===== src/rtl/dictionary_word_compressor_defines.svh =====
// assertion helpers shared by the compressor blocks
`ifndef DICTIONARY_WORD_COMPRESSOR_DEFINES_SVH
`define DICTIONARY_WORD_COMPRESSOR_DEFINES_SVH

// implication checked on every clock outside reset
`define DWC_ASSERT_IMPL(lbl, ant, cons) \
    lbl: assert property (@(posedge i_clk) disable iff (!i_rst_n) (ant) |-> (cons)) \
        else $error("dwc assertion failed");

// plain invariant checked on every clock outside reset
`define DWC_ASSERT_HOLD(lbl, expr) \
    lbl: assert property (@(posedge i_clk) disable iff (!i_rst_n) (expr)) \
        else $error("dwc invariant failed");

`endif


===== src/rtl/dwc_pkg.sv =====
package dwc_pkg;

    localparam int DATA_W       = 8;
    localparam int WINDOW_BYTES = 9;
    localparam int LONGEST_WORD = 9;
    localparam int WORD_COUNT   = 27;
    localparam int LEN_W        = 4;
    localparam int QUEUE_DEPTH  = 2;

    localparam logic [DATA_W-1:0] MARK_DICT = 8'hD0;
    localparam logic [DATA_W-1:0] ESCAPE    = 8'hFF;
    localparam logic [DATA_W-1:0] CASE_GAP  = 8'd32;
    localparam logic [DATA_W-1:0] LOWER_A   = 8'h61;
    localparam logic [DATA_W-1:0] LOWER_Z   = 8'h7A;

    // one queued transaction, already classified by the front
    typedef struct packed {
        logic [DATA_W-1:0] data_byte;
        logic              packet_end;
        logic              need_marker;
    } t_dwc_item;

    function automatic logic [DATA_W-1:0] fold(input logic [DATA_W-1:0] c);
        logic [DATA_W-1:0] r;
        r = c;
        if (c >= LOWER_A && c <= LOWER_Z) begin
            r = c - CASE_GAP;
        end
        return r;
    endfunction

    function automatic logic [LEN_W-1:0] word_len(input int idx);
        logic [LEN_W-1:0] l;
        case (idx)
            0:       l = 4'd3;
            1:       l = 4'd4;
            2:       l = 4'd2;
            3:       l = 4'd3;
            4:       l = 4'd2;
            5:       l = 4'd8;
            6:       l = 4'd7;
            7:       l = 4'd3;
            8:       l = 4'd5;
            9:       l = 4'd4;
            10:      l = 4'd6;
            11:      l = 4'd7;
            12:      l = 4'd4;
            13:      l = 4'd5;
            14:      l = 4'd9;
            15:      l = 4'd7;
            16:      l = 4'd5;
            17:      l = 4'd5;
            18:      l = 4'd5;
            19:      l = 4'd5;
            20:      l = 4'd5;
            21:      l = 4'd4;
            22:      l = 4'd4;
            23:      l = 4'd4;
            24:      l = 4'd5;
            25:      l = 4'd4;
            26:      l = 4'd3;
            default: l = '0;
        endcase
        return l;
    endfunction

    // text is right aligned: first character sits in the highest used byte
    function automatic logic [8*LONGEST_WORD-1:0] word_text(input int idx);
        logic [8*LONGEST_WORD-1:0] t;
        case (idx)
            0:       t = "SOS";
            1:       t = "HELP";
            2:       t = "OK";
            3:       t = "YES";
            4:       t = "NO";
            5:       t = "POSITION";
            6:       t = "BATTERY";
            7:       t = "LOW";
            8:       t = "CHECK";
            9:       t = "SAFE";
            10:      t = "MOVING";
            11:      t = "STOPPED";
            12:      t = "CAMP";
            13:      t = "WATER";
            14:      t = "EMERGENCY";
            15:      t = "WEATHER";
            16:      t = "CLEAR";
            17:      t = "STORM";
            18:      t = "TRAIL";
            19:      t = "NORTH";
            20:      t = "SOUTH";
            21:      t = "EAST";
            22:      t = "WEST";
            23:      t = "COPY";
            24:      t = "ROGER";
            25:      t = "OVER";
            26:      t = "OUT";
            default: t = '0;
        endcase
        return t;
    endfunction

endpackage


===== src/rtl/dictionary_word_compressor.sv =====
// Dictionary word compressor: takes one packet byte per transaction and emits the
// compressed stream one byte per transaction, opening each packet with marker 0xD0,
// replacing the first matching word of the fixed 27-word table (case-insensitive)
// by 0xFF and its code, and sending other bytes as literals with 0xFF doubled.
// A two-entry queue sits between the input side and the encoder, so input is taken
// while a result waits at the output. For every byte the encoder fetches from the
// queue, emits its output bytes and then makes a final window check that finds
// nothing left to decide; it makes one decision per cycle and its output register
// moves one byte per cycle, both while the output is not stalled; a packet's final
// byte drains the lookahead window and may produce up to 18 bytes. packet_done marks
// the last byte of a packet and run_last the last byte caused by one input transaction.
module dictionary_word_compressor #(
    parameter int WINDOW_BYTES = dwc_pkg::WINDOW_BYTES
) (
    input  logic       i_clk,
    input  logic       i_rst_n,
    input  logic       i_valid,
    output logic       o_ready,
    input  logic [7:0] i_data_byte,
    input  logic       i_packet_end,
    output logic       o_valid,
    input  logic       i_ready,
    output logic [7:0] o_code_byte,
    output logic       o_packet_done,
    output logic       o_run_last
);

    dwc_pkg::t_dwc_item w_front_item;
    dwc_pkg::t_dwc_item w_back_item;
    logic               w_front_valid;
    logic               w_front_ready;
    logic               w_back_valid;
    logic               w_back_ready;

    dwc_front u_front (
        .i_clk        (i_clk),
        .i_rst_n      (i_rst_n),
        .i_valid      (i_valid),
        .o_ready      (o_ready),
        .i_data_byte  (i_data_byte),
        .i_packet_end (i_packet_end),
        .o_item_valid (w_front_valid),
        .i_item_ready (w_front_ready),
        .o_item       (w_front_item)
    );

    dwc_queue u_queue (
        .i_clk        (i_clk),
        .i_rst_n      (i_rst_n),
        .i_push_valid (w_front_valid),
        .o_push_ready (w_front_ready),
        .i_push_item  (w_front_item),
        .o_pop_valid  (w_back_valid),
        .i_pop_ready  (w_back_ready),
        .o_pop_item   (w_back_item)
    );

    dwc_back #(
        .WINDOW_BYTES (WINDOW_BYTES)
    ) u_back (
        .i_clk         (i_clk),
        .i_rst_n       (i_rst_n),
        .i_item_valid  (w_back_valid),
        .o_item_ready  (w_back_ready),
        .i_item        (w_back_item),
        .o_valid       (o_valid),
        .i_ready       (i_ready),
        .o_code_byte   (o_code_byte),
        .o_packet_done (o_packet_done),
        .o_run_last    (o_run_last)
    );

endmodule


===== src/rtl/dwc_front.sv =====
module dwc_front (
    input  logic                i_clk,
    input  logic                i_rst_n,
    input  logic                i_valid,
    output logic                o_ready,
    input  logic [7:0]          i_data_byte,
    input  logic                i_packet_end,
    output logic                o_item_valid,
    input  logic                i_item_ready,
    output dwc_pkg::t_dwc_item  o_item
);

    logic r_marker_sent;
    logic n_marker_sent;
    logic w_accept;

    assign o_ready      = i_item_ready;
    assign o_item_valid = i_valid;
    assign w_accept     = i_valid && i_item_ready;

    always_comb begin
        o_item.data_byte   = i_data_byte;
        o_item.packet_end  = i_packet_end;
        o_item.need_marker = !r_marker_sent;
        n_marker_sent      = r_marker_sent;
        if (w_accept) begin
            // a packet end rearms the marker for the next packet
            n_marker_sent = !i_packet_end;
        end
    end

    always_ff @(posedge i_clk) begin
        if (!i_rst_n) begin
            r_marker_sent <= 1'b0;
        end else begin
            r_marker_sent <= n_marker_sent;
        end
    end

endmodule


===== src/rtl/dwc_queue.sv =====
`include "dictionary_word_compressor_defines.svh"

module dwc_queue (
    input  logic                i_clk,
    input  logic                i_rst_n,
    input  logic                i_push_valid,
    output logic                o_push_ready,
    input  dwc_pkg::t_dwc_item  i_push_item,
    output logic                o_pop_valid,
    input  logic                i_pop_ready,
    output dwc_pkg::t_dwc_item  o_pop_item
);

    localparam int PTR_W = $clog2(dwc_pkg::QUEUE_DEPTH);
    localparam int CNT_W = $clog2(dwc_pkg::QUEUE_DEPTH + 1);

    dwc_pkg::t_dwc_item r_mem [dwc_pkg::QUEUE_DEPTH];
    logic [PTR_W-1:0]   r_wr;
    logic [PTR_W-1:0]   r_rd;
    logic [CNT_W-1:0]   r_count;
    logic               w_push;
    logic               w_pop;

    assign o_push_ready = (r_count != CNT_W'(dwc_pkg::QUEUE_DEPTH));
    assign o_pop_valid  = (r_count != '0);
    assign o_pop_item   = r_mem[r_rd];
    assign w_push       = i_push_valid && o_push_ready;
    assign w_pop        = o_pop_valid && i_pop_ready;

    always_ff @(posedge i_clk) begin
        if (w_push) begin
            r_mem[r_wr] <= i_push_item;
        end
    end

    always_ff @(posedge i_clk) begin
        if (!i_rst_n) begin
            r_wr    <= '0;
            r_rd    <= '0;
            r_count <= '0;
        end else begin
            if (w_push) begin
                r_wr <= (r_wr == PTR_W'(dwc_pkg::QUEUE_DEPTH - 1)) ? '0 : r_wr + 1'b1;
            end
            if (w_pop) begin
                r_rd <= (r_rd == PTR_W'(dwc_pkg::QUEUE_DEPTH - 1)) ? '0 : r_rd + 1'b1;
            end
            case ({w_push, w_pop})
                2'b10:   r_count <= r_count + 1'b1;
                2'b01:   r_count <= r_count - 1'b1;
                default: r_count <= r_count;
            endcase
        end
    end

    `DWC_ASSERT_HOLD(a_queue_bound, r_count <= CNT_W'(dwc_pkg::QUEUE_DEPTH))

endmodule


===== src/rtl/dwc_back.sv =====
`include "dictionary_word_compressor_defines.svh"

module dwc_back #(
    parameter int WINDOW_BYTES = dwc_pkg::WINDOW_BYTES
) (
    input  logic                i_clk,
    input  logic                i_rst_n,
    input  logic                i_item_valid,
    output logic                o_item_ready,
    input  dwc_pkg::t_dwc_item  i_item,
    output logic                o_valid,
    input  logic                i_ready,
    output logic [7:0]          o_code_byte,
    output logic                o_packet_done,
    output logic                o_run_last
);

    localparam int FILL_W = $clog2(WINDOW_BYTES + 1);
    localparam int IDX_W  = $clog2(WINDOW_BYTES);
    localparam int LEN_W  = dwc_pkg::LEN_W;

    typedef enum logic [2:0] {
        S_IDLE   = 3'b001,
        S_RUN    = 3'b010,
        S_SECOND = 3'b100
    } t_state;

    t_state            r_state, n_state;
    logic [7:0]        r_win [WINDOW_BYTES];
    logic [7:0]        n_win [WINDOW_BYTES];
    logic [FILL_W-1:0] r_fill, n_fill;
    logic              r_mark, n_mark;
    logic              r_end, n_end;
    logic [7:0]        r_second, n_second;
    logic              r_pend_last, n_pend_last;
    logic              r_out_valid, n_out_valid;
    logic [7:0]        r_out_byte, n_out_byte;
    logic              r_out_done, n_out_done;
    logic              r_out_last, n_out_last;

    logic                           w_slot;
    logic                           w_need_dec;
    logic [dwc_pkg::WORD_COUNT-1:0] w_match;
    logic                           w_hit;
    logic [7:0]                     w_code;
    logic [LEN_W-1:0]               w_take;
    logic [FILL_W-1:0]              w_rest;
    logic                           w_rest_last;
    logic [8*dwc_pkg::LONGEST_WORD-1:0] w_text;
    logic [LEN_W-1:0]               w_wlen;

    assign o_valid       = r_out_valid;
    assign o_code_byte   = r_out_byte;
    assign o_packet_done = r_out_done;
    assign o_run_last    = r_out_last;

    assign w_slot       = !r_out_valid || i_ready;
    assign o_item_ready = (r_state == S_IDLE);
    assign w_need_dec   = r_end ? (r_fill != '0)
                                : (r_fill == FILL_W'(dwc_pkg::LONGEST_WORD));

    // match every word against the window head in parallel
    always_comb begin
        w_text = '0;
        w_wlen = '0;
        for (int d = 0; d < dwc_pkg::WORD_COUNT; d++) begin
            w_text     = dwc_pkg::word_text(d);
            w_wlen     = dwc_pkg::word_len(d);
            w_match[d] = (FILL_W'(w_wlen) <= r_fill);
            for (int c = 0; c < dwc_pkg::LONGEST_WORD; c++) begin
                if (c < int'(w_wlen)) begin
                    if (dwc_pkg::fold(r_win[c]) != w_text[(int'(w_wlen) - 1 - c) * 8 +: 8]) begin
                        w_match[d] = 1'b0;
                    end
                end
            end
        end
    end

    // first word in table order wins
    always_comb begin
        w_hit  = 1'b0;
        w_code = '0;
        w_take = LEN_W'(1);
        for (int d = dwc_pkg::WORD_COUNT - 1; d >= 0; d--) begin
            if (w_match[d]) begin
                w_hit  = 1'b1;
                w_code = 8'(d + 1);
                w_take = dwc_pkg::word_len(d);
            end
        end
    end

    assign w_rest      = r_fill - FILL_W'(w_take);
    assign w_rest_last = !r_end || (w_rest == '0);

    always_comb begin
        n_state     = r_state;
        n_win       = r_win;
        n_fill      = r_fill;
        n_mark      = r_mark;
        n_end       = r_end;
        n_second    = r_second;
        n_pend_last = r_pend_last;
        n_out_valid = r_out_valid;
        n_out_byte  = r_out_byte;
        n_out_done  = r_out_done;
        n_out_last  = r_out_last;

        if (w_slot) begin
            n_out_valid = 1'b0;
        end

        case (r_state)
            S_IDLE: begin
                if (i_item_valid) begin
                    n_win[r_fill[IDX_W-1:0]] = i_item.data_byte;
                    n_fill  = r_fill + 1'b1;
                    n_mark  = i_item.need_marker;
                    n_end   = i_item.packet_end;
                    n_state = S_RUN;
                end
            end
            S_RUN: begin
                if (w_slot) begin
                    if (r_mark) begin
                        n_out_valid = 1'b1;
                        n_out_byte  = dwc_pkg::MARK_DICT;
                        n_out_last  = !w_need_dec;
                        n_out_done  = 1'b0;
                        n_mark      = 1'b0;
                    end else if (w_need_dec) begin
                        n_fill = w_rest;
                        for (int i = 0; i < WINDOW_BYTES; i++) begin
                            for (int k = 1; k <= dwc_pkg::LONGEST_WORD; k++) begin
                                if (int'(w_take) == k && i + k < WINDOW_BYTES) begin
                                    n_win[i] = r_win[i + k];
                                end
                            end
                        end
                        n_out_valid = 1'b1;
                        if (w_hit || r_win[0] == dwc_pkg::ESCAPE) begin
                            n_out_byte  = dwc_pkg::ESCAPE;
                            n_out_last  = 1'b0;
                            n_out_done  = 1'b0;
                            n_second    = w_hit ? w_code : dwc_pkg::ESCAPE;
                            n_pend_last = w_rest_last;
                            n_state     = S_SECOND;
                        end else begin
                            n_out_byte = r_win[0];
                            n_out_last = w_rest_last;
                            n_out_done = r_end && w_rest_last;
                        end
                    end else begin
                        n_state = S_IDLE;
                    end
                end
            end
            S_SECOND: begin
                if (w_slot) begin
                    n_out_valid = 1'b1;
                    n_out_byte  = r_second;
                    n_out_last  = r_pend_last;
                    n_out_done  = r_end && r_pend_last;
                    n_state     = S_RUN;
                end
            end
            default: begin
                n_state = S_IDLE;
            end
        endcase
    end

    always_ff @(posedge i_clk) begin
        r_win       <= n_win;
        r_end       <= n_end;
        r_second    <= n_second;
        r_pend_last <= n_pend_last;
        r_out_byte  <= n_out_byte;
        r_out_done  <= n_out_done;
        r_out_last  <= n_out_last;
    end

    always_ff @(posedge i_clk) begin
        if (!i_rst_n) begin
            r_state     <= S_IDLE;
            r_fill      <= '0;
            r_mark      <= 1'b0;
            r_out_valid <= 1'b0;
        end else begin
            r_state     <= n_state;
            r_fill      <= n_fill;
            r_mark      <= n_mark;
            r_out_valid <= n_out_valid;
        end
    end

    `DWC_ASSERT_HOLD(a_fill_bound, r_fill <= FILL_W'(dwc_pkg::LONGEST_WORD))
    `DWC_ASSERT_IMPL(a_second_behind_first, r_state == S_SECOND, r_out_valid)
    `DWC_ASSERT_IMPL(a_marker_first, r_mark, r_fill == FILL_W'(1))
    `DWC_ASSERT_IMPL(a_done_is_last, r_out_valid && r_out_done, r_out_last)

endmodule

===== config.mk =====
export PLATFORM = sky130hd
export DESIGN_NAME = dictionary_word_compressor
export DESIGN_NICKNAME = d
export VERILOG_FILES = /design/src/rtl/dwc_pkg.sv /design/src/rtl/dictionary_word_compressor.sv /design/src/rtl/dwc_front.sv /design/src/rtl/dwc_queue.sv /design/src/rtl/dwc_back.sv
export VERILOG_INCLUDE_DIRS = /design/src /design/src/rtl
export SDC_FILE = /design/constraint.sdc
export NUM_CORES = 1
export LEC_CHECK = 0
export BUFFER_PORTS_ARGS = -buffer_cell sky130_fd_sc_hd__buf_2
export CAP_MARGIN = 15
export CORE_UTILIZATION = 40
export DETAILED_ROUTE_END_ITERATION = 6
export GPL_TIMING_DRIVEN = 0
export PLACE_DENSITY_LB_ADDON = 0.12
export REMOVE_ABC_BUFFERS = 1
export SLEW_MARGIN = 15
export SYNTH_ARGS = -nofsm -noshare
export SYNTH_HDL_FRONTEND = slang
export SYNTH_HIERARCHICAL = 1
export SYNTH_SLANG_ARGS = --single-unit

===== constraint.sdc =====
create_clock -name i_clk -period 11 [get_ports i_clk]
set_input_delay 0.55 -clock i_clk [delete_from_list [all_inputs] [get_ports i_clk]]
set_output_delay 0.55 -clock i_clk [all_outputs]
set_load 0.01 [all_outputs]

======== Word-level counts from Yosys, hierarchy flattened ========
Memory sizes are Yosys's and may differ from the RTL's. A register that Yosys moved wholly into a read port is not among the register bits.
Index checks and enable logic that the tools add are counted.
word-level totals
  register bits ........................... 106
  input port bits ......................... 13
  RAM bits ................................ 20
  word-level logic and storage cells ...... 520
  memories kept ........................... 1
memories
  memory         words  bits a word  rd ports  clocked after memory_dff  wr ports  RTL line         text
  u_queue.r_mem  2      10           1         1                         1         dwc_queue.sv:17  dwc_pkg::t_dwc_item r_mem [dwc_pkg::QUEUE_DEPTH];
cells by class
  reduce and logical (&&, ||, !) cells .... 43
  order comparisons ....................... 28
  mux-type cells .......................... 306
  add/sub/neg operators ................... 15
  equality and inequality tests ........... 100
  bitwise operators ....................... 3
operator list
  cell                 number
  $mux 8               77
  $ne 8x7->1 const B   69
  $mux 64              3
  $mux 1               176
  $pmux 64 s2          1
  $mux 4               30
  $bwmux 72            1
  $ge 8x7->1 const B   9
  $le 8x7->1 const B   9
  $mux 72              1
  $sub 8x6->8 const B  9
  $reduce_and 6->1     8
  $demux 8 s4          1
  $eq 4x4->1 const B   6
  $mux 3               6
  $le 3x4->1 const A   4
  $pmux 8 s2           1
  $reduce_and 5->1     3
  $logic_and 1x1->1    14
  $ne 2x1->1 const B   5
  $ne 9x1->1 const B   1
  $pmux 3 s3           1
  $eq 4x3->1 const B   2
  $eq 8x8->1 const B   1
  39 further kinds     57

======== Depth between registers and ports, before layout ========
Gate-level depths: netlist (run 1).
  depth after elaboration ................. 47
  gate-level depth with buffers ........... 22
  depth with buffers taken out ............ 19

======== By module ========
The synthesis (run 1) kept the hierarchy.
modules (own cells, without submodules)
  module     cells an instance  area each (µm²)  sequential area each (µm²)  times used
  dwc_back   1,269              9,653.0          2,882.8                     1
  dwc_queue  56                 944.7            700.7                       1
  dwc_front  16                 123.9            20.0                        1

======== Worst setup path before layout (run 1) ========
OpenSTA, ideal clock, no wires.
  path kind ............................... register -> register
  start ................................... register u_back/r_win[69] (netlist bit)
  end ..................................... register u_back.r_out_last (netlist: u_back/o_run_last) (data pin)
  arrival ................................. 4.730 ns
  slack ................................... 6.000 ns
  period minus slack after synthesis ...... 5.000 ns
  buffers on the path ..................... 3
  data required time ...................... 10.730 ns
  setup time .............................. 0.270 ns
  cell stages (with the launch flop) ...... 22
  cell sequence ........................... edfxtp_1 -> clkbuf_1 -> inv_1 -> ha_1 -> o21ai_0 -> or4b_2 -> nor4_1 -> a32o_1 -> or4_1 -> or4_4 -> nand2_1 -> buf_2 -> clkbuf_1 -> and2_1 -> ha_1 -> a21oi_1 -> xnor2_1 -> xnor2_1 -> o21ai_0 -> nor2b_1 -> a22oi_1 -> o21ai_0
between the ends
  longest elaborated chain between the ends .. 42
  elaborated cells between the ends (all ways) .. 208
  classes of those cells .................. 2 x add/sub; 2 x order compare; 15 x eq/ne; 185 x mux; 4 x reduce/logical
RTL lines
  item                                             RTL line                        text
  start: declaration                               dwc_back.sv:29                  logic [7:0] r_win [WINDOW_BYTES];
  start signal: assignment                         dwc_back.sv:175                 r_win <= n_win;
  $ge 8x7->1 / $le 8x7->1 (equally long branches)  dwc_pkg.sv:26                   if (c >= LOWER_A && c <= LOWER_Z) begin
  $logic_and 1x1->1                                dwc_pkg.sv:26
  $mux 8 (*)                                       dwc_pkg.sv:26
  $ne 8x7->1                                       dwc_back.sv:72                  if (dwc_pkg::fold(r_win[c]) != w_text[(int'(w_wlen) - 1 - c) * 8 +: 8]) begin
  $mux 1 (3 in series)                             dwc_back.sv:72
  $mux 1 / $mux 2 (equally long branches)          dwc_back.sv:72, dwc_back.sv:86
  $mux 4 / $mux 1 (equally long branches)          dwc_back.sv:86, dwc_back.sv:72
  $mux 4 (24 in series)                            dwc_back.sv:86                  if (w_match[d]) begin
  [3 not listed]                                   n/a
  $logic_or 1x1->1 (*)                             dwc_back.sv:95                  assign w_rest_last = !r_end || (w_rest == '0);
  named net u_back.w_rest_last                     dwc_back.sv:48                  logic w_rest_last;
  $mux 1 (*)                                       dwc_back.sv:142                 if (w_hit || r_win[0] == dwc_pkg::ESCAPE) begin
  $mux 1 (*)                                       dwc_back.sv:132                 end else if (w_need_dec) begin
  $mux 1 (*)                                       dwc_back.sv:126                 if (r_mark) begin
  $mux 1 (*)                                       dwc_back.sv:125                 if (w_slot) begin
  $pmux 1 s2 (*)                                   dwc_back.sv:114                 case (r_state)
  named net u_back.n_out_last                      dwc_back.sv:39                  logic r_out_last, n_out_last;
  end signal: assignment                           dwc_back.sv:181                 r_out_last <= n_out_last;
  end: declaration                                 dwc_back.sv:39
The timed path passes the listed nets; every way through them passes the cells marked *. The select of a mux whose other input is x is not followed.
A chain may end at the register's enable or synchronous reset.

======== Worst setup path after layout (run 1) ========
  start ................................... register u_back/r_win[37] (netlist bit)
  end ..................................... register u_back/r_win[56] (netlist bit) (enable)
between the ends
  longest elaborated chain between the ends .. 33
  elaborated cells between the ends (all ways) .. 77
  classes of those cells .................. 1 x add/sub; 2 x order compare; 18 x eq/ne; 54 x mux; 2 x reduce/logical
RTL lines
  item                                             RTL line
  $ge 8x7->1 / $le 8x7->1 (equally long branches)  n/a
  $logic_and 1x1->1                                dwc_pkg.sv:26
  $mux 8 (*)                                       dwc_pkg.sv:26
  $ne 8x7->1                                       dwc_back.sv:72
  $mux 1                                           dwc_back.sv:72
  $mux 4 (19 in series)                            dwc_back.sv:86
  $mux 4 (*) (6 in series)                         dwc_back.sv:86
  $eq 4x4->1 (tied with other cells)               n/a
  $ne 8x1->1 (no line) (*)                         n/a
  $reduce_and 6->1 (no line) (*)                   n/a
Every way passes the cells marked *; elsewhere a longest branch is shown, timed or not.

==> results.toml, run 1 <==
[synthesis]
synth.distinct_cells = 82
post_synth_instance_area_mm2 = 0.0107
postSynthCellCount = 1341
seq_total_area_yosys_pct = 33.6
avgSynthCellArea_um2 = 8.00
ys_top_cells_by_area = "sky130_fd_sc_hd__edfxtp_1, sky130_fd_sc_hd__nand2_1, sky130_fd_sc_hd__o21ai_0"
yosysWarnings = 6
postSynth.asyncResetShare_pct = 0
synth_top_area_cell = "sky130_fd_sc_hd__edfxtp_1"
synth_top_cell_area_share_pct = 30.8
count_of_flip_flops_with_a_built_in_enable_after_synthesis = 110
ys_flop_type = "sky130_fd_sc_hd__edfxtp_1"
postSynthRegisterBits = 125

[clocking]
total_number_of_h_tree_levels = 4
tritoncts = "done"
post_cts.repair.setup_buffers = 0
worstSkewPairLatency_ns = 0.43
cts_buffer_depth = 2
cts_made_buffers = 17
root_buffer = "sky130_fd_sc_hd__clkbuf_16"
postCtsHoldBufs = 0
clkTransAtPathRegs_ns = 0.06
clock-sinks = 125
post_cts_resized = 0

[worst_setup_path]
worstPathCellList = "inv_1 > ha_1 > o21ai_0 > o2111ai_1 > nor3_1 > and2_1 > and4_1 > nor2_1 > nand2_1 > nand4_2 > and4_1 > a21oi_1"
cp-startpoint = "u_back/r_win[37]"
r2r_slack_ns = 3.89
cp_common_cell = "sky130_fd_sc_hd__and4_1"
cpMaxStageDelayCell = "sky130_fd_sc_hd__a21oi_1"
worst_setup_path_start_kind = "register"
worst_path_dominant_cell_family = "simple AND/OR/NAND/NOR gates"
r2r-start = "u_back/r_win[37]"
path_buf_inv = 1
crit_required_ns = 11.02
criticalPathCategory = "reg2reg"
maximum_fanout_along_the_worst_path = 20
crit_arrival_ns = 7.14
critical_path.max_stage_delay_ns = 1.04
timing.critical_path.to_type = "register"

[run_status]
run_status = "complete, but fails checks"
failing_checks = "design-rule violations"

[die]
die_y_um = 166
die-area_mm2 = 0.0275
die_span_in_x_um = 166
boundaryPins = 25
row_count = 59
coreArea_mm2 = 0.0262
start_util_pct = 40.9

[place]
dpl-instance-area_mm2 = 0.0110
detailedPlace.worstSlack_ns = 4.18
dpl_hpwl_um = 36800
dp_cells = 1597
place.port_buffers = 24
globalplace.congestion = 0.973

[flow_run]
max-cap-violations = 0

[timing]
fin_crit_ns = 7.11
max-slew-margin-rel_pct = 13.6
skew_final_ns = 0.0183
finalCritPeriodShare_pct = 64.7
report.final.slew_viol_count = 0
final_hold_viol_count = 0
hold-worst-slack_ns = 0.318
tightestPinTransition_ns = 1.30
timing.final.ws_setup_ns = 3.89
fin_tns_setup_ns = 0
rsz0062_at_grt = "no"
finalSetupViolations = 0
fmax_mhz = 141

[global_routing]
grt_start_max_net_pins = 48
gr-max-usage-layer = "met2"
overflow = 0
grt_util_met1_pct = 45.3
grtUsageMet2_pct = 55.6
grt_antenna_before_repair = 1
use_met3_pct = 5.50
grtUsageTotal_pct = 35.6
first_global_vias = 10629
global_route_wire_length_before_repair_um = 72400

[drt]
detail_route.iter0.violations = 1503
avgRoutedWirePerCell_um = 30.4
routed-via-count = 11282
route.final.wire_length_um = 49600
drc = 9
dr.pass1.iters = 7
ant_nets = 0
vias_per_cell = 6.92

[hold_path]
min-delay-path-class = "in2reg"
worst_hold_startpoint = "i_data_byte[6]"

[finish]
num-nets-final = 1312
drive_gt1_share_pct = 9.81
non_filler_cells_final = 1630
flow.area_growth_from_synthesis_pct = 7.95
fin_area_mm2 = 0.0116
mostFrequentLayoutCell = "sky130_fd_sc_hd__nand2_1"
commonest_cells_after_routing_fill_and_taps_aside = "sky130_fd_sc_hd__nand2_1, sky130_fd_sc_hd__edfxtp_1, sky130_fd_sc_hd__o21ai_0"
post-route-util_pct = 44.2

[power_and_ir_drop]
vdd_ir_drop_max_v = 0.000116
finalPower_mw = 2.66
power_per_unit_of_standard_cell_area_mw_per_mm2 = 230
p_leak_nw = 4.02
power by group:
part	switching [mW]	leakage [nW]	internal, mW
Clock	0.229	0.305	0.351
Combinational	0.699	2.58	0.332
Sequential	0.349	1.13	0.704
Total	1.28	4.02	1.39
kinds of logic (layout without fill, tap and decap cells):
logic type | Yosys count | after routing | synth area share [%]
buffers and inverters | 160 | 113 | 6.41
AND/OR/NAND/NOR | 603 | 603 | 29.9
adder cells (fa/ha/maj) | 18 | 18 | 2.17
flip-flops | 125 | 125 | 33.6
multiplexers | 33 | 33 | 3.27
other | 0 | 1 | 0
XOR/XNOR | 7 | 7 | 0.572
AO/OA/AOI/OAI | 395 | 395 | 24.1
final timing paths:
| kind | to | cells after the start |
|---|---|---|
| worst max-delay path | u_back/r_win[56] | 12 |
| worst min-delay path | u_queue/r_mem[1][8] | 1 |
| worst max register to register | u_back/r_win[56] | 12 |
| worst min register to register | u_queue/r_mem[1][0] | 1 |
synth_stat cells, types with 15 or more instances:
library cell / count
sky130_fd_sc_hd__dfxtp_1: 15
sky130_fd_sc_hd__nand4_1: 29
sky130_fd_sc_hd__clkbuf_1: 82
sky130_fd_sc_hd__nand3_1: 60
sky130_fd_sc_hd__o211ai_1: 38
sky130_fd_sc_hd__nor2b_1: 19
sky130_fd_sc_hd__o22ai_1: 18
sky130_fd_sc_hd__o21ai_0: 100
sky130_fd_sc_hd__nor4_1: 36
sky130_fd_sc_hd__a21oi_1: 86
sky130_fd_sc_hd__mux2i_1: 20
sky130_fd_sc_hd__inv_1: 42
sky130_fd_sc_hd__edfxtp_1: 110
sky130_fd_sc_hd__and3_1: 20
sky130_fd_sc_hd__nor3_1: 37
sky130_fd_sc_hd__nand2_1: 171
sky130_fd_sc_hd__nor2_1: 102
sky130_fd_sc_hd__ha_1: 17
worst register-to-register path, delay by kind of cell (launching register included):
kind,cells,cell delay (ns)
adders and majority gates,1,0.31
DFF,1,0.50
and+or+nand+nor,7,3.48
buffers and inverters,1,0.17
AOI/OAI and AO/OA,3,2.25
final cells by class:
cell class / instances / area (um2)
inverters: 44 / 168
clock buffers: 24 / 546
multi-input cells: 1056 / 6520
diodes: 1 / 2.50
fillers: 2639 / 14600
clock inverters: 8 / 63.8
repair buffers: 37 / 254
flip-flops and latches: 125 / 3600
well taps: 335 / 419
routing by layer:
metal  part of all wire (%)  vias to the layer above
met5                      0                        -
met4                    7.1                        0
met3                    8.3                      171
met2                     45                      679
met1                     40                     5454
li1                       -                     4978
sequential cells by signal, indices dropped and copies added (netlist names), named ones only:
name / count
u_back/o_valid: 1
u_back/r_fill: 4
u_back/o_run_last: 1
u_back/r_end: 1
u_back/o_packet_done: 1
u_back/r_second: 6
u_queue/r_wr: 1
u_queue/r_mem: 20
u_back/r_pend_last: 1
u_front/r_marker_sent: 1
u_back/r_win: 72
u_back/o_code_byte: 8
u_back/r_mark: 1
u_back/r_state: 3
u_queue/r_count: 2
u_queue/r_rd: 1
No activity file was read; power rests on OpenSTA's default activity.
==> run 2, diff against run 1 <==
ABC_AREA = 1   (was unset)
clock period = 6.7 ns   (was 11 ns; I/O delays follow)
==> results.toml, run 2 <==
[clocking]
total_number_of_h_tree_levels = 4
worstSkewPairLatency_ns = 0.44
post_cts_resized = 0
tritoncts = "done"
clock-sinks = 125
cts_made_buffers = 17
post_cts.repair.setup_buffers = 0
root_buffer = "sky130_fd_sc_hd__clkbuf_16"
clkTransAtPathRegs_ns = 0.08
postCtsHoldBufs = 0
cts_buffer_depth = 2

[drt]
detail_route.iter0.violations = 1444
avgRoutedWirePerCell_um = 22.8
vias_per_cell = 5.85
drc = 0
dr.pass1.iters = 6
ant_nets = 0
route.final.wire_length_um = 46700
routed-via-count = 12011

[synthesis]
postSynthCellCount = 1674
synthMostInstantiatedCell = "sky130_fd_sc_hd__nand2_1"
ys_flop_type = "sky130_fd_sc_hd__edfxtp_1"
post_synth_instance_area_mm2 = 0.0111
yosysWarnings = 6
synth.distinct_cells = 53
avgSynthCellArea_um2 = 6.63
synth.cells.most_frequent = "sky130_fd_sc_hd__nand2_1, sky130_fd_sc_hd__nor2_1, sky130_fd_sc_hd__inv_1"
postSynthRegisterBits = 125
count_of_flip_flops_with_a_built_in_enable_after_synthesis = 110
synth_top_area_cell = "sky130_fd_sc_hd__edfxtp_1"
postSynth.asyncResetShare_pct = 0
ys_top_cells_by_area = "sky130_fd_sc_hd__edfxtp_1, sky130_fd_sc_hd__nand2_1, sky130_fd_sc_hd__nor2_1"
synth_top_cell_area_share_pct = 29.8
seq_total_area_yosys_pct = 32.5

[finish]
mostFrequentLayoutCell = "sky130_fd_sc_hd__nand2_1"
drive_gt1_share_pct = 9.29
num-nets-final = 1698
flow.area_growth_from_synthesis_pct = 8.76
regMostFlops = "u_back/r_win"
max_ffs_per_register = 72
non_filler_cells_final = 2052
commonest_cells_after_routing_fill_and_taps_aside = "sky130_fd_sc_hd__nand2_1, sky130_fd_sc_hd__nor2_1, sky130_fd_sc_hd__inv_1"
antenna_cells_inserted = 0

[global_routing]
global_route_wire_length_before_repair_um = 70000
grt_antenna_before_repair = 0
grt_start_max_net_pins = 69
overflow = 0
first_global_vias = 11253
grtUsageTotal_pct = 33.1

[die]
start_util_pct = 41.0
die-area_mm2 = 0.0284
die_y_um = 169
row_count = 60
coreArea_mm2 = 0.0271
boundaryPins = 25
die_span_in_x_um = 169

[worst_setup_path]
critical_path.max_stage_delay_ns = 0.91
worstPathCellList = "clkinv_1 > nand4_1 > nand3_1 > nand2_1 > nand2_1 > nor2_1 > inv_1 > nor3_1 > nand3b_1 > nor2_1 > inv_1 > nand2_1 > nor3_2 > nor2_1 > nand2_2 > inv_1 > nor2_2 > a21oi_1"
cp-startpoint = "u_back/r_win[19]"
maximum_fanout_along_the_worst_path = 35
crit_required_ns = 6.74
crit_arrival_ns = 5.88
r2r_slack_ns = 0.86
cpMaxStageDelayCell = "sky130_fd_sc_hd__a21oi_1"
worst_setup_path_start_kind = "register"
timing.critical_path.to_type = "register"
worstReg2RegEnd = "u_back/r_win[44]"
crit_end = "u_back/r_win[44]"
criticalPathCategory = "reg2reg"
r2r-start = "u_back/r_win[19]"
ff2ff_path_depth = 18

[power_and_ir_drop]
p_switching_mw = 2.45
clock_power_share_pct = 20.2
p_int_mw = 2.26
switching_share_pct = 52.0
seq_power_share_pct = 33.1
power_per_unit_of_standard_cell_area_mw_per_mm2 = 390
finalPower_mw = 4.70
vdd_ir_drop_max_v = 0.000195
p_comb_share_pct = 46.7
p_leak_nw = 5.02

[timing]
fin_crit_ns = 5.84
report.final.slew_viol_count = 0
skew_final_ns = 0.0186
fmax_mhz = 171
finalCritPeriodShare_pct = 87.2
final_hold_viol_count = 0
fin_tns_setup_ns = 0
max-slew-margin-rel_pct = 21.7
rsz0062_at_grt = "no"
tightestPinTransition_ns = 1.17
timing.final.ws_setup_ns = 0.855
finalSetupViolations = 0

[place]
dpl_hpwl_um = 36300
detailedPlace.worstSlack_ns = 1.11
place.port_buffers = 24
dp_cells = 2020
globalplace.congestion = 1.04

[hold_path]
min-delay-path-class = "in2reg"

[flow_run]
max-cap-violations = 0

[run_status]
run_status = "complete, no violations"
-- run 2: cell types whose count changed after synthesis, moves of 18 or more --
cell	before	now
sky130_fd_sc_hd__nand2_1	171	337
sky130_fd_sc_hd__clkbuf_1	82	22
sky130_fd_sc_hd__inv_1	42	232
sky130_fd_sc_hd__o211ai_1	38	15
sky130_fd_sc_hd__nor2_2	0	20
sky130_fd_sc_hd__mux2i_1	20	0
sky130_fd_sc_hd__nor2_1	102	235
sky130_fd_sc_hd__a21oi_1	86	61
sky130_fd_sc_hd__inv_2	1	19
sky130_fd_sc_hd__nor2b_1	19	0
sky130_fd_sc_hd__nand3_1	60	128
sky130_fd_sc_hd__o21ai_0	100	159
-- run 2: how the worst min path moves through the flow --
stage                               start                   to  cells after the start
floorplan                         i_rst_n       u_back/o_valid                      2
global placement             u_queue/r_rd         u_queue/r_rd                      2
detailed placement  u_front/r_marker_sent  u_queue/r_mem[0][0]                      1
CTS                        i_data_byte[3]  u_queue/r_mem[1][5]                      1
global route               i_data_byte[3]  u_queue/r_mem[1][5]                      1
finish                     i_data_byte[3]  u_queue/r_mem[1][5]                      1
-- run 2: area by class of cell --
class	count	area, um2
fill	2867	15000
clock buffer	17	425
sequential	125	3600
inverter	254	953
timing repair buffer	31	185
clock inverter	15	170
tap	372	465
multi-input combinational	1238	6270
-- run 2: metrics by stage --
stage	hold slack (ns)	area (um2)	util, %
floorplan	0.433	10800	-
global placement	0.462	11400	42.0
detailed placement	0.469	11500	42.3
CTS	0.0742	12100	44.5
global route	0.0709	12100	44.5
finish	0.0817	12100	44.5
-- run 2: metal layers --
layer	up-vias	global-route usage (%)	part of all wire [%]	routed length [um]
li1	5633	-	-	-
met1	5571	45.2	43	20100
met2	673	50.0	43	20000
met3	134	4.12	8.3	3890
met4	0	20.0	5.9	2760
met5	-	0	0	0
-- run 2: cells by family (layout without fill, tap and decap cells) --
kind of cell | count (synthesis) | count (layout) | share of synthesized area [%]
flops | 125 | 125 | 32.5
buf+inv | 311 | 317 | 11.4
compound gates | 319 | 319 | 16.3
xor+xnor | 3 | 3 | 0.237
fa+ha+maj | 18 | 18 | 2.10
mux | 10 | 10 | 1.01
simple gates | 888 | 888 | 36.5
-- run 2: power by group through the flow --
stage | clock network [mW] | registers, mW | logic [mW]
2_1_floorplan | 0 | 1.41 | 1.43
3_5_place_dp | 0 | 1.55 | 2.13
6_report | 0.950 | 1.56 | 2.20
5_1_grt | 0.996 | 1.58 | 2.41
3_3_place_gp | 0 | 1.55 | 2.11
4_1_cts | 0.968 | 1.53 | 2.14
-- run 2: worst max-delay path, delay by kind of cell (launching register included) --
kind | cells | cell delay [ns]
compound gates | 1 | 0.91
flops | 1 | 0.48
buf+inv | 4 | 1.50
simple gates | 13 | 2.52
==> run 3, diff against run 2 <==
CTS_BUF_LIST = sky130_fd_sc_hd__clkbuf_16   (was unset)
MAX_ROUTING_LAYER = met4   (was unset)
SLEW_MARGIN = 20   (was 15)
==> results.toml, run 3 (synthesis gave the netlist of run 2 again) <==
[power_and_ir_drop]
vdd_ir_drop_max_v = 0.000197
p_leak_nw = 5.03
switching_share_pct = 52.7
finalPower_mw = 4.79
clock_power_share_pct = 20.0
p_switching_mw = 2.53
p_comb_share_pct = 46.8
power_per_unit_of_standard_cell_area_mw_per_mm2 = 396
seq_power_share_pct = 33.2
p_int_mw = 2.27

[finish]
mostFrequentLayoutCell = "sky130_fd_sc_hd__nand2_1"
fillerInstances = 2868
num-nets-final = 1699
post-route-util_pct = 44.6
drive_gt1_share_pct = 9.40
flow.area_growth_from_synthesis_pct = 8.95
max_ffs_per_register = 72
regMostFlops = "u_back/r_win"
commonest_cells_after_routing_fill_and_taps_aside = "sky130_fd_sc_hd__nand2_1, sky130_fd_sc_hd__nor2_1, sky130_fd_sc_hd__inv_1"
multiInputGateArea_mm2 = 0.00627
non_filler_cells_final = 2054
seqCellArea_mm2 = 0.00360
fin_area_mm2 = 0.0121

[drt]
avgRoutedWirePerCell_um = 23.6
drc = 0
routed-via-count = 12194
route.final.wire_length_um = 48500
vias_per_cell = 5.94
dr.pass1.iters = 6
detail_route.iter0.violations = 1695
ant_nets = 0

[place]
globalplace.congestion = 1.04
dp_cells = 2021
dpl-instance-area_mm2 = 0.0115
dpl_hpwl_um = 37700
detailedPlace.worstSlack_ns = 1.15
place.port_buffers = 24

[timing]
fmax_mhz = 174
fin_tns_setup_ns = 0
skew_final_ns = 0.0228
hold-worst-slack_ns = 0.0796
finalSetupViolations = 0
rsz0062_at_grt = "no"
final_hold_viol_count = 0
report.final.slew_viol_count = 0
fin_crit_ns = 5.74
tightestPinTransition_ns = 1.06
timing.final.ws_setup_ns = 0.956
finalCritPeriodShare_pct = 85.7
max-slew-margin-rel_pct = 29.3

[clocking]
root_buffer = "sky130_fd_sc_hd__clkbuf_16"
tritoncts = "done"
total_number_of_h_tree_levels = 4
post_cts_resized = 0
cts_made_buffers = 17
cts_buffer_depth = 2
postCtsHoldBufs = 0
clkTransAtPathRegs_ns = 0.07
worstSkewPairLatency_ns = 0.44
post_cts.repair.setup_buffers = 0
clock-sinks = 125

[flow_run]
max-cap-violations = 0

[hold_path]
min-delay-path-class = "in2reg"

[worst_setup_path]
crit_arrival_ns = 5.79
timing.critical_path.to_type = "register"
crit_required_ns = 6.75
criticalPathCategory = "reg2reg"
maximum_fanout_along_the_worst_path = 35
worst_setup_path_start_kind = "register"

[die]
coreArea_mm2 = 0.0271
boundaryPins = 25
die_span_in_x_um = 169
start_util_pct = 41.0
die_y_um = 169
die-area_mm2 = 0.0284
row_count = 60

[global_routing]
global_route_wire_length_before_repair_um = 71900
first_global_vias = 11247
overflow = 0
grt_start_max_net_pins = 69
grt_antenna_before_repair = 1
grtUsageTotal_pct = 35.4

[run_status]
run_status = "complete, no violations"
## run 3: layer usage
layer,wire length [um],track usage [%],part of all wire [%]
met5,0,-,0
met4,2730,19.2,5.6
met3,4180,4.33,8.6
met2,21100,53.3,43
met1,20500,46.5,42
## run 3: path summary, 6_finish.rpt
path | from | end | slack, ns | cells past startpoint
worst max-delay path | u_back/r_win[18] | u_back/r_win[52] | 0.96 | 21
worst min-delay path | i_data_byte[5] | u_queue/r_mem[1][7] | 0.08 | 1
worst max register to register | u_back/r_win[18] | u_back/r_win[52] | 0.96 | 21
worst min register to register | u_queue/r_rd | u_queue/r_rd | 0.48 | 2
## run 3: cell type report
cell class,instances,share of cell area [%]
Tap cell,372,3.85
Sequential cell,125,29.8
Timing Repair Buffer,32,1.51
Clock buffer,17,3.52
Inverter,254,7.88
Multi-Input combinational cell,1238,51.9
Clock inverter,15,1.54
Antenna cell,1,0.0207
## run 3: critical path, stage by stage, from the launching register on
cell                       delay [ns]
sky130_fd_sc_hd__edfxtp_1        0.58
sky130_fd_sc_hd__inv_1           0.39
sky130_fd_sc_hd__nand2_1         0.10
sky130_fd_sc_hd__nand3_1         0.10
sky130_fd_sc_hd__nand3_1         0.09
sky130_fd_sc_hd__nand2_1         0.06
sky130_fd_sc_hd__nand2_1         0.11
sky130_fd_sc_hd__nor2_1          0.47
sky130_fd_sc_hd__inv_1           0.24
sky130_fd_sc_hd__nor3_1          0.23
sky130_fd_sc_hd__nand3b_1        0.13
sky130_fd_sc_hd__nor2_1          0.16
sky130_fd_sc_hd__inv_1           0.29
sky130_fd_sc_hd__nand2_1         0.17
sky130_fd_sc_hd__nor3_2          0.10
sky130_fd_sc_hd__nor2_1          0.12
sky130_fd_sc_hd__nand2_2         0.47
sky130_fd_sc_hd__inv_1           0.51
sky130_fd_sc_hd__nor2_2          0.10
sky130_fd_sc_hd__nand2_1         0.10
sky130_fd_sc_hd__nor2_2          0.06
sky130_fd_sc_hd__nor2_1          0.71
## run 3: power groups by stage
stage	Clock (mW)	Sequential, mW	Combinational [mW]
after global routing	1.00	1.60	2.44
after CTS	0.974	1.56	2.19
final	0.956	1.59	2.24
after global placement	0	1.58	2.15
after floorplan	0	1.41	1.43
after detailed placement	0	1.58	2.17
